## src/design/lfpd_pkg.sv

```systemverilog
`timescale 1ns / 1ps

package lfpd_pkg;

    localparam int DRIVE_W = 8;
    localparam int GAIN_W = 16;
    localparam int SUM_W = 32;
    localparam int QUOT_W = 10;
    localparam int TERM_SHIFT = 16;
    localparam int KP_OFFSET = 1000;
    localparam int unsigned DIVISOR = 32'd65536000;

    localparam int APB_DW = 32;
    localparam int APB_AW = 4;
    localparam int REG_IDX_W = 2;

    localparam logic [REG_IDX_W-1:0] REG_THRESHOLD = 2'd0;
    localparam logic [REG_IDX_W-1:0] REG_BASE = 2'd1;
    localparam logic [REG_IDX_W-1:0] REG_GAIN = 2'd2;

    localparam int THRESHOLD_RESET = 2048;
    localparam logic [DRIVE_W-1:0] BASE_RESET = 8'd240;
    localparam logic [GAIN_W-1:0] GAIN_RESET = 16'd0;

    localparam int OUT_DATA_W = 2 * DRIVE_W;
    localparam int OUT_USER_W = 2;
    localparam int USER_TRACKING = 0;
    localparam int USER_STOPPED = 1;

endpackage

```

## src/design/line_follow_pid_drive.sv

```systemverilog
`timescale 1ns / 1ps

// Line follower with a gain-scheduled PID step for a differential drive.
// Input stream: s_tdata carries the left, centre and right light samples,
// s_tuser carries the stop flag. Result stream: m_tdata carries the left and
// right drive levels, m_tuser the tracking and stopped flags. Every request
// gives exactly one result. The APB port sets the centre threshold, the base
// speed and the integral gain; writes must be made while the block is idle,
// which the block itself does not enforce. A stopped or held request goes
// from IDLE straight to DONE, where its result is registered. A PID step
// uses the shift-add multiplier, one multiplier bit a cycle, SAMPLE_BITS + 6
// bits for the proportional and derivative term and 32 bits for the integral
// term, then a restoring divider retires one of the 10 quotient bits a cycle.
// One request is processed at a time; s_tready is high while the sequencer
// is idle, also while a finished result still waits in the output register.
// A new request is taken only after the previous one has left DONE for IDLE.
// When the receiver stalls the result is held and the next request may be
// taken and worked on, but it waits until the output register is free.
// Reset clears the PID history and the held drives and restores the register
// defaults; no result is valid after reset.

module line_follow_pid_drive #(
    parameter int SAMPLE_BITS = 12
) (
    input  logic aclk,
    input  logic aresetn,

    input  logic s_tvalid,
    output logic s_tready,
    // sample_left, sample_center, sample_right, zero padding
    input  logic [((3*SAMPLE_BITS+7)/8)*8-1:0] s_tdata,
    // stop_request
    input  logic [0:0] s_tuser,

    output logic m_tvalid,
    input  logic m_tready,
    // left_drive, right_drive
    output logic [lfpd_pkg::OUT_DATA_W-1:0] m_tdata,
    // tracking, stopped
    output logic [lfpd_pkg::OUT_USER_W-1:0] m_tuser,

    input  logic psel,
    input  logic penable,
    input  logic pwrite,
    input  logic [lfpd_pkg::APB_AW-1:0] paddr,
    input  logic [lfpd_pkg::APB_DW-1:0] pwdata,
    output logic [lfpd_pkg::APB_DW-1:0] prdata,
    output logic pready
);

    localparam int S = SAMPLE_BITS;
    localparam int TW = (S > 12) ? S : 12;
    localparam int EW = S + 1;
    localparam int DW = S + 2;
    localparam int PW = S + 6;
    localparam int KW = ((S > 10) ? S : 10) + 2;
    localparam int K6W = KW + 3;
    localparam int GW = lfpd_pkg::GAIN_W + 10;
    localparam int T1W = K6W + PW + lfpd_pkg::TERM_SHIFT;
    localparam int T2W = lfpd_pkg::GAIN_W + lfpd_pkg::SUM_W + 10;
    localparam int NW = ((T1W > T2W) ? T1W : T2W) + 1;
    localparam int SW = lfpd_pkg::SUM_W;
    localparam int CW = $clog2(SW);
    localparam int QW = lfpd_pkg::QUOT_W;
    localparam int DRW = lfpd_pkg::DRIVE_W;
    localparam int CLW = DRW + 4;

    localparam logic [NW-1:0] DIV_TOP = NW'(lfpd_pkg::DIVISOR) << (QW - 1);
    localparam logic [NW-1:0] DIV_SAT = NW'(lfpd_pkg::DIVISOR) << QW;
    localparam logic [SW-1:0] SUM_MAX = {1'b0, {(SW-1){1'b1}}};
    localparam logic [SW-1:0] SUM_MIN = {1'b1, {(SW-1){1'b0}}};

    typedef enum logic [2:0] {
        IDLE,
        MUL_P,
        MUL_I,
        ABS,
        DIV,
        DONE
    } state_t;

    state_t state_reg;

    logic [TW-1:0] threshold_reg;
    logic [DRW-1:0] base_reg;
    logic [lfpd_pkg::GAIN_W-1:0] gain_reg;

    logic [EW-1:0] prior_error_reg;
    logic [SW-1:0] error_sum_reg;
    logic [DRW-1:0] held_left_reg;
    logic [DRW-1:0] held_right_reg;

    logic stop_reg;
    logic track_reg;
    logic [DRW-1:0] res_left_reg;
    logic [DRW-1:0] res_right_reg;

    logic [SW-1:0] mplier_reg;
    logic [NW-1:0] mcand_reg;
    logic [NW-1:0] acc_reg;
    logic [CW-1:0] cnt_reg;
    logic [NW-1:0] rem_reg;
    logic [NW-1:0] dv_reg;
    logic [QW-1:0] quot_reg;
    logic neg_reg;
    logic sat_reg;

    logic m_tvalid_reg;
    logic [lfpd_pkg::OUT_DATA_W-1:0] m_tdata_reg;
    logic [lfpd_pkg::OUT_USER_W-1:0] m_tuser_reg;

    logic [S-1:0] sample_left;
    logic [S-1:0] sample_center;
    logic [S-1:0] sample_right;
    logic stop_request;

    logic signed [EW-1:0] err;
    logic signed [DW-1:0] diff;
    logic signed [PW-1:0] diff_x;
    logic signed [PW-1:0] pd_term;
    logic signed [KW-1:0] kc;
    logic signed [K6W-1:0] kc_x;
    logic signed [K6W-1:0] kc6;
    logic signed [GW-1:0] gain_x;
    logic signed [GW-1:0] gain1000;
    logic [SW:0] sum_wide;
    logic [SW-1:0] sum_next;
    logic run_pid;

    logic [NW-1:0] addend;
    logic [NW-1:0] acc_next;
    logic [NW-1:0] acc_abs;
    logic mul_last;

    logic [QW-1:0] quot_mag;
    logic signed [CLW-1:0] pid;
    logic signed [CLW-1:0] left_raw;
    logic signed [CLW-1:0] right_raw;
    logic [DRW-1:0] left_clamped;
    logic [DRW-1:0] right_clamped;
    logic [DRW-1:0] left_out;
    logic [DRW-1:0] right_out;

    logic cfg_write;
    logic [lfpd_pkg::REG_IDX_W-1:0] cfg_idx;

    function automatic logic [DRW-1:0] clamp_drive(input logic signed [CLW-1:0] v);
        logic [DRW-1:0] r;
        if (v < 0) begin
            r = '0;
        end else if (v > CLW'(2**DRW - 1)) begin
            r = '1;
        end else begin
            r = v[DRW-1:0];
        end
        return r;
    endfunction

    // Configuration port.
    assign pready = 1'b1;
    assign cfg_write = psel & penable & pwrite & pready;
    assign cfg_idx = paddr[lfpd_pkg::APB_AW-1:2];

    always_ff @(posedge aclk) begin
        if (!aresetn) begin
            threshold_reg <= TW'(lfpd_pkg::THRESHOLD_RESET);
            base_reg <= lfpd_pkg::BASE_RESET;
            gain_reg <= lfpd_pkg::GAIN_RESET;
        end else if (cfg_write) begin
            case (cfg_idx)
                lfpd_pkg::REG_THRESHOLD: threshold_reg <= TW'(pwdata[S-1:0]);
                lfpd_pkg::REG_BASE: base_reg <= pwdata[DRW-1:0];
                lfpd_pkg::REG_GAIN: gain_reg <= pwdata[lfpd_pkg::GAIN_W-1:0];
                default: ;
            endcase
        end
    end

    always_comb begin
        case (cfg_idx)
            lfpd_pkg::REG_THRESHOLD: prdata = lfpd_pkg::APB_DW'(threshold_reg);
            lfpd_pkg::REG_BASE: prdata = lfpd_pkg::APB_DW'(base_reg);
            lfpd_pkg::REG_GAIN: prdata = lfpd_pkg::APB_DW'(gain_reg);
            default: prdata = '0;
        endcase
    end

    // Request fields and the terms prepared at acceptance.
    assign sample_left = s_tdata[S-1:0];
    assign sample_center = s_tdata[2*S-1:S];
    assign sample_right = s_tdata[3*S-1:2*S];
    assign stop_request = s_tuser[0];

    assign err = EW'(sample_left) - EW'(sample_right);
    assign diff = DW'(err) - DW'($signed(prior_error_reg));
    assign diff_x = PW'(diff);
    assign pd_term = PW'(err) + (diff_x <<< 3) + (diff_x <<< 1);
    assign kc = KW'(lfpd_pkg::KP_OFFSET) - KW'(sample_center);
    assign kc_x = K6W'(kc);
    assign kc6 = (kc_x <<< 2) + (kc_x <<< 1);
    assign gain_x = GW'($signed(gain_reg));
    assign gain1000 = (gain_x <<< 10) - (gain_x <<< 4) - (gain_x <<< 3);

    assign sum_wide = (SW+1)'($signed(error_sum_reg)) + (SW+1)'(err);
    always_comb begin
        if (sum_wide[SW] != sum_wide[SW-1]) begin
            sum_next = sum_wide[SW] ? SUM_MIN : SUM_MAX;
        end else begin
            sum_next = sum_wide[SW-1:0];
        end
    end

    assign run_pid = !stop_request && (TW'(sample_center) < threshold_reg);

    // Shift-add step: the multiplier's top bit carries negative weight.
    assign mul_last = (state_reg == MUL_P) ? (cnt_reg == CW'(PW - 1))
                                           : (cnt_reg == CW'(SW - 1));
    assign addend = mplier_reg[0] ? mcand_reg : '0;
    assign acc_next = mul_last ? (acc_reg - addend) : (acc_reg + addend);
    assign acc_abs = acc_reg[NW-1] ? (NW'(0) - acc_reg) : acc_reg;

    // Correction and clamping of the drives.
    assign quot_mag = sat_reg ? '1 : quot_reg;
    assign pid = neg_reg ? (CLW'(0) - CLW'(quot_mag)) : CLW'(quot_mag);
    assign left_raw = CLW'(base_reg) - pid;
    assign right_raw = CLW'(base_reg) + pid;
    assign left_clamped = clamp_drive(left_raw);
    assign right_clamped = clamp_drive(right_raw);
    assign left_out = track_reg ? left_clamped : res_left_reg;
    assign right_out = track_reg ? right_clamped : res_right_reg;

    always_ff @(posedge aclk) begin
        if (!aresetn) begin
            state_reg <= IDLE;
            m_tvalid_reg <= 1'b0;
            prior_error_reg <= '0;
            error_sum_reg <= '0;
            held_left_reg <= '0;
            held_right_reg <= '0;
        end else begin
            if (m_tvalid_reg && m_tready && state_reg != DONE) begin
                m_tvalid_reg <= 1'b0;
            end
            case (state_reg)
                IDLE: begin
                    if (s_tvalid) begin
                        stop_reg <= stop_request;
                        track_reg <= run_pid;
                        res_left_reg <= stop_request ? '0 : held_left_reg;
                        res_right_reg <= stop_request ? '0 : held_right_reg;
                        if (run_pid) begin
                            prior_error_reg <= err;
                            error_sum_reg <= sum_next;
                            mplier_reg <= SW'(pd_term);
                            mcand_reg <= NW'(kc6) << lfpd_pkg::TERM_SHIFT;
                            acc_reg <= '0;
                            cnt_reg <= '0;
                            state_reg <= MUL_P;
                        end else begin
                            state_reg <= DONE;
                        end
                    end
                end
                MUL_P: begin
                    acc_reg <= acc_next;
                    if (mul_last) begin
                        mplier_reg <= error_sum_reg;
                        mcand_reg <= NW'(gain1000);
                        cnt_reg <= '0;
                        state_reg <= MUL_I;
                    end else begin
                        mplier_reg <= mplier_reg >> 1;
                        mcand_reg <= mcand_reg << 1;
                        cnt_reg <= cnt_reg + 1'b1;
                    end
                end
                MUL_I: begin
                    acc_reg <= acc_next;
                    mplier_reg <= mplier_reg >> 1;
                    mcand_reg <= mcand_reg << 1;
                    cnt_reg <= cnt_reg + 1'b1;
                    if (mul_last) begin
                        state_reg <= ABS;
                    end
                end
                ABS: begin
                    rem_reg <= acc_abs;
                    neg_reg <= acc_reg[NW-1];
                    sat_reg <= acc_abs >= DIV_SAT;
                    dv_reg <= DIV_TOP;
                    quot_reg <= '0;
                    cnt_reg <= '0;
                    state_reg <= DIV;
                end
                DIV: begin
                    if (rem_reg >= dv_reg) begin
                        rem_reg <= rem_reg - dv_reg;
                        quot_reg <= {quot_reg[QW-2:0], 1'b1};
                    end else begin
                        quot_reg <= {quot_reg[QW-2:0], 1'b0};
                    end
                    dv_reg <= dv_reg >> 1;
                    cnt_reg <= cnt_reg + 1'b1;
                    if (cnt_reg == CW'(QW - 1)) begin
                        state_reg <= DONE;
                    end
                end
                DONE: begin
                    if (!m_tvalid_reg || m_tready) begin
                        m_tvalid_reg <= 1'b1;
                        m_tdata_reg <= {right_out, left_out};
                        m_tuser_reg <= {stop_reg, track_reg};
                        held_left_reg <= left_out;
                        held_right_reg <= right_out;
                        state_reg <= IDLE;
                    end
                end
                default: state_reg <= IDLE;
            endcase
        end
    end

    assign s_tready = (state_reg == IDLE);
    assign m_tvalid = m_tvalid_reg;
    assign m_tdata = m_tdata_reg;
    assign m_tuser = m_tuser_reg;

endmodule

```

## config.mk

```make
export PLATFORM = sky130hd
export DESIGN_NAME = line_follow_pid_drive
export DESIGN_NICKNAME = d
export VERILOG_FILES = /design/src/design/lfpd_pkg.sv /design/src/design/line_follow_pid_drive.sv
export SDC_FILE = /design/constraint.sdc
export NUM_CORES = 1
export LEC_CHECK = 0
export ABC_AREA = 0
export BUFFER_PORTS_ARGS = -buffer_cell sky130_fd_sc_hd__buf_4
export CAP_MARGIN = 20
export CORE_AREA = 2 2 254 256
export DETAILED_ROUTE_END_ITERATION = 10
export DIE_AREA = 0 0 256 258
export GPL_ROUTABILITY_DRIVEN = 0
export PLACE_DENSITY = 0.7
export RECOVER_POWER = 50
export SETUP_SLACK_MARGIN = 0.15
export SLEW_MARGIN = 0
export SYNTH_ARGS = -nofsm -noshare
export SYNTH_HDL_FRONTEND = slang
export SYNTH_SLANG_ARGS = --single-unit
```

## constraint.sdc

```tcl
create_clock -name aclk -period 8.6 [get_ports aclk]
set_clock_uncertainty 0.05 [all_clocks]
set_input_delay 1.72 -clock aclk [delete_from_list [all_inputs] [get_ports aclk]]
set_output_delay 1.72 -clock aclk [all_outputs]
set_load 0.05 [all_outputs]
```

==> flow_summary.html <==
<table>
<tr><th>Metric</th><th>Value</th></tr>
<tr><th colspan="2">Yosys</th></tr>
<tr><td>Most repeated cell in the gate-level netlist after synthesis</td><td>sky130_fd_sc_hd__nand2_1</td></tr>
<tr><td>Syn_area_per_cell</td><td>~8.7 sq um</td></tr>
<tr><td>Commonest register cell after synthesis</td><td>sky130_fd_sc_hd__edfxtp_1</td></tr>
<tr><td>Number of synthesized flops with an enable pin</td><td>approximately 290</td></tr>
<tr><td>Mapped cell area</td><td>between 30000 and 40000 sq um</td></tr>
<tr><td>Register bit total from synthesis</td><td>between 300 and 400</td></tr>
<tr><td>Top cells by area in the synthesized netlist</td><td>sky130_fd_sc_hd__edfxtp_1 (28%), sky130_fd_sc_hd__ha_1 (9.6%), sky130_fd_sc_hd__dfxtp_1 (6.5%), sky130_fd_sc_hd__xnor2_1 (4.9%), sky130_fd_sc_hd__nand2_1 (4.4%)</td></tr>
<tr><td>Number of distinct standard cells referenced by the synthesized netlist</td><td>slightly below 90</td></tr>
<tr><td>Cell types with the highest counts after synthesis</td><td>sky130_fd_sc_hd__nand2_1 (367), sky130_fd_sc_hd__edfxtp_1 (291), sky130_fd_sc_hd__a21oi_1 (265), sky130_fd_sc_hd__nor2_1 (262), sky130_fd_sc_hd__o21ai_0 (262)</td></tr>
<tr><td>Sequential-to-total area share from yosys stat</td><td>between 30% and 40%</td></tr>
<tr><td>Area leader, netlist</td><td>sky130_fd_sc_hd__edfxtp_1</td></tr>
<tr><td>Share of the synthesized area in the top cell type</td><td>between 20% and 30%</td></tr>
<tr><td>Yosys warns</td><td>0</td></tr>
<tr><td>Fraction of synthesis flops using an asynchronous set or reset pin</td><td>0%</td></tr>
<tr><td>Cell count after synthesis</td><td>around 3600</td></tr>
<tr><th colspan="2">Finish</th></tr>
<tr><td>Number of flip-flops in the largest register</td><td>between 50 and 60</td></tr>
<tr><td>Area growth from synthesis to final layout</td><td>8.72%</td></tr>
<tr><td>Antenna diodes</td><td>0</td></tr>
<tr><td>Register cell area after layout</td><td>~11000 sq um</td></tr>
<tr><td>Multi-input logic area</td><td>approximately 19000 sq um</td></tr>
<tr><td>Number of filler instances in the final layout</td><td>~6000</td></tr>
<tr><td>Fraction of layout cells with a size suffix above 1</td><td>under 10%</td></tr>
<tr><td>Post-layout net count</td><td>roughly 4000</td></tr>
<tr><th colspan="2">Clocking</th></tr>
<tr><td>CTS HTree Levels</td><td>2</td></tr>
<tr><td>Number of sinks on the clock net</td><td>392</td></tr>
<tr><td>Quantity of gates resized following cts</td><td>0</td></tr>
<tr><td>Clock-pin transition on the worst setup and hold timing paths</td><td>~0.060 ns</td></tr>
<tr><td>Clock buffer count from CTS</td><td>45</td></tr>
<tr><td>Root Driver</td><td>sky130_fd_sc_hd__clkbuf_16</td></tr>
<tr><td>Clock latency on the worst-skew pair</td><td>between 0.5 and 0.6 ns</td></tr>
<tr><td>Buffers from clock root to sink, at most</td><td>3</td></tr>
<tr><td>Hold Buf Count CTS</td><td>0</td></tr>
<tr><td>Post-CTS Setup Repair Bufs</td><td>0</td></tr>
<tr><td>Clock tree from TritonCTS</td><td>built</td></tr>
<tr><th colspan="2">Critical path</th></tr>
<tr><td>Flop-to-flop setup slack</td><td>roughly 1.2 ns</td></tr>
<tr><td>R2R depth</td><td>7</td></tr>
<tr><td>Kind of end point of the critical path</td><td>flip-flop</td></tr>
<tr><td>Category of the worst setup path launch point</td><td>primary input</td></tr>
<tr><td>Bufs and invs on worst path</td><td>5</td></tr>
<tr><td>CP Depth</td><td>29</td></tr>
<tr><td>Type of the worst setup path</td><td>primary input to flip-flop</td></tr>
<tr><td>Critical Path Max Stage Delay</td><td>0.53 ns</td></tr>
<tr><td>Critical path's slowest cell</td><td>sky130_fd_sc_hd__o31ai_1</td></tr>
<tr><td>Required time of the critical path</td><td>between 8 and 9 ns</td></tr>
<tr><td>Category of cells accounting for the largest share of critical-path delay</td><td>compound AO/OA/AOI/OAI gates</td></tr>
<tr><td>Highest fanout seen on the critical path</td><td>15</td></tr>
<tr><td>Data arrival time of the critical path</td><td>just under 8 ns</td></tr>
<tr><th colspan="2">Power and ir drop</th></tr>
<tr><td>Worst-case vdd ir drop</td><td>219 uV</td></tr>
<tr><td>Leakage</td><td>about 0.014 uW</td></tr>
<tr><td>PD cells</td><td>~230 nW/um^2</td></tr>
<tr><th colspan="2">Timing</th></tr>
<tr><td>Final Critical Period</td><td>roughly 7.6 ns</td></tr>
<tr><td>Number of pins exceeding their max-slew limit in the final report</td><td>590</td></tr>
<tr><td>Max_slew headroom</td><td>-112%</td></tr>
<tr><td>Total negative slack</td><td>0 ns</td></tr>
<tr><td>Hold violation count in the final report</td><td>0</td></tr>
<tr><td>Min Hold Slack</td><td>approximately 0.39 ns</td></tr>
<tr><td>Highest achievable clock rate</td><td>0.132 GHz</td></tr>
<tr><td>RSZ-0062 raised after global routing</td><td>no</td></tr>
<tr><td>Number of endpoints failing setup at the final stage</td><td>0</td></tr>
<tr><td>Actual slew at the worst max-slew pin</td><td>around 3.2 ns</td></tr>
<tr><td>Portion of the clock cycle consumed by the worst path in the final layout</td><td>88.4%</td></tr>
<tr><th colspan="2">Drt</th></tr>
<tr><td>DR WL/cell</td><td>17.6 microns</td></tr>
<tr><td>DRT Pass-1 Iters</td><td>5</td></tr>
<tr><td>Count of nets left with antenna violations after detail routing</td><td>0</td></tr>
<tr><td>Number of DRC violations after detailed routing</td><td>0</td></tr>
<tr><td>Total vias in the final route</td><td>around 26000</td></tr>
<tr><td>Number of vias per cell</td><td>5.81</td></tr>
<tr><td>Final Routed Wirelength</td><td>slightly below 80000 microns</td></tr>
<tr><td>Initial drt markers</td><td>1999</td></tr>
<tr><th colspan="2">Place</th></tr>
<tr><td>Number of input and output port buffers inserted</td><td>97</td></tr>
<tr><td>Post-detailed-placement half-perimeter wirelength</td><td>58800 microns</td></tr>
<tr><th colspan="2">Global routing</th></tr>
<tr><td>Global-route wire length before repair</td><td>127000 microns</td></tr>
<tr><td>Initial antenna violation count</td><td>0</td></tr>
<tr><td>Largest net degree at the start of global routing</td><td>71</td></tr>
<tr><td>Vias in the first global route</td><td>23873</td></tr>
<tr><td>Global-route usage over all layers</td><td>a little under a quarter</td></tr>
<tr><td>Grt total ovfl</td><td>0</td></tr>
<tr><th colspan="2">Die</th></tr>
<tr><td>Chip Width</td><td>about 260 microns</td></tr>
<tr><td>Number of primary I/O pins</td><td>approximately 140</td></tr>
<tr><td>Effective utilization at floorplan</td><td>approximately half</td></tr>
<tr><td>Die area</td><td>between 60000 and 70000 sq um</td></tr>
<tr><td>FP Rows</td><td>93</td></tr>
<tr><td>Die boundary height</td><td>~260 microns</td></tr>
<tr><td>Core box area</td><td>between 60000 and 70000 sq um</td></tr>
<tr><th colspan="2">Job</th></tr>
<tr><td>Max-cap viol count</td><td>12</td></tr>
<tr><th colspan="2">Min path</th></tr>
<tr><td>Hold path cells</td><td>0</td></tr>
<tr><td>Class of the most critical hold timing path</td><td>flip-flop to flip-flop</td></tr>
<tr><th colspan="2">Status</th></tr>
<tr><td>Outcome</td><td>finished with violations</td></tr>
<tr><td>Violations in the final reports</td><td>capacitance limit, slew limit</td></tr>
</table>
[metal layers]
metal	global-route usage, %	share of wire [%]	vias up
met5	0	0	-
met3	2.98	5.5	92
met1	35.2	49	12348
li1	-	-	13070
met2	35.1	43	692
met4	6.16	2.3	0
[worst paths after layout]
| kind | from | endpoint |
|---|---|---|
| setup / recovery | s_tdata[0] | mplier_reg[17] |
| hold / removal | stop_reg | m_tuser[1] |
| setup reg to reg | state_reg[2] | rem_reg[20] |
| hold reg to reg | stop_reg | m_tuser[1] |
[worst register-to-register path: cells and delay by family, from the launching register on]
kind,cells,cell delay [ns]
buffers and inverters,4,5.73
and+or+nand+nor,2,0.72
DFF,1,0.34
AOI/OAI and AO/OA,1,0.16
[metrics by stage]
step | total power (uW) | instance area, sq um | setup WS, ns | std cells | utilization, %
after floorplan | 5230 | 31400 | 0.684 | 3621 | -
after global placement | 5910 | 32800 | 0.580 | 4426 | 51.5
after detailed placement | 5960 | 32800 | 0.513 | 4426 | 51.5
after CTS | 7940 | 34300 | 1.12 | 4508 | 53.8
after global routing | 8490 | 34100 | 0.573 | 4508 | 53.5
final | 7940 | 34100 | 0.998 | 4508 | 53.5
[power by group]
part	total [uW]	switching [uW]	internal (uW)
sequential	2550	166	2380
combinational	3430	1990	1430
clock	1970	825	1140
total	7940	2980	4950
[placed cells by master, fill, tap and decap left out, types with 24 or more instances in the layout]
cell,n
sky130_fd_sc_hd__nand2_1,367
sky130_fd_sc_hd__edfxtp_1,291
sky130_fd_sc_hd__a21oi_1,263
sky130_fd_sc_hd__o21ai_0,262
sky130_fd_sc_hd__nor2_1,261
sky130_fd_sc_hd__ha_1,240
sky130_fd_sc_hd__inv_1,232
sky130_fd_sc_hd__xnor2_1,177
sky130_fd_sc_hd__xor2_1,120
sky130_fd_sc_hd__dfxtp_1,101
sky130_fd_sc_hd__a21o_1,99
sky130_fd_sc_hd__buf_4,86
sky130_fd_sc_hd__nand3_1,75
sky130_fd_sc_hd__nor3_1,73
sky130_fd_sc_hd__nor2b_1,70
sky130_fd_sc_hd__o21a_1,64
sky130_fd_sc_hd__clkbuf_1,49
sky130_fd_sc_hd__mux2i_1,46
sky130_fd_sc_hd__clkbuf_16,45
sky130_fd_sc_hd__nand2b_1,42
sky130_fd_sc_hd__a21boi_0,39
sky130_fd_sc_hd__and3_1,38
sky130_fd_sc_hd__o21bai_1,33
sky130_fd_sc_hd__a31oi_1,32
sky130_fd_sc_hd__nand4_1,32
sky130_fd_sc_hd__o31ai_1,31
sky130_fd_sc_hd__fa_1,29
sky130_fd_sc_hd__a211oi_1,28
sky130_fd_sc_hd__or3_1,26
sky130_fd_sc_hd__nor4_1,26
sky130_fd_sc_hd__a221o_1,25
sky130_fd_sc_hd__o211ai_1,24
[final cells by class]
cell class,instances,share of cell area (%)
multi-input cells,2818,56.0
flip-flops and latches,392,31.6
clock buffers,55,3.47
well taps,855,3.14
inverters,232,2.56
repair buffers,129,2.39
clock inverters,27,0.885
[kinds of logic after synthesis]
| logic type | synth area share (%) |
|---|---|
| xor gates and xnor gates | 8.30 |
| other | 0.0240 |
| and+or+nand+nor | 17.4 |
| DFF | 34.3 |
| muxes | 1.55 |
| AOI/OAI and AO/OA | 21.8 |
| adders and majority gates | 11.4 |
| buffers and inverters | 5.18 |
Note: power is estimated with default switching activity, not from simulation.
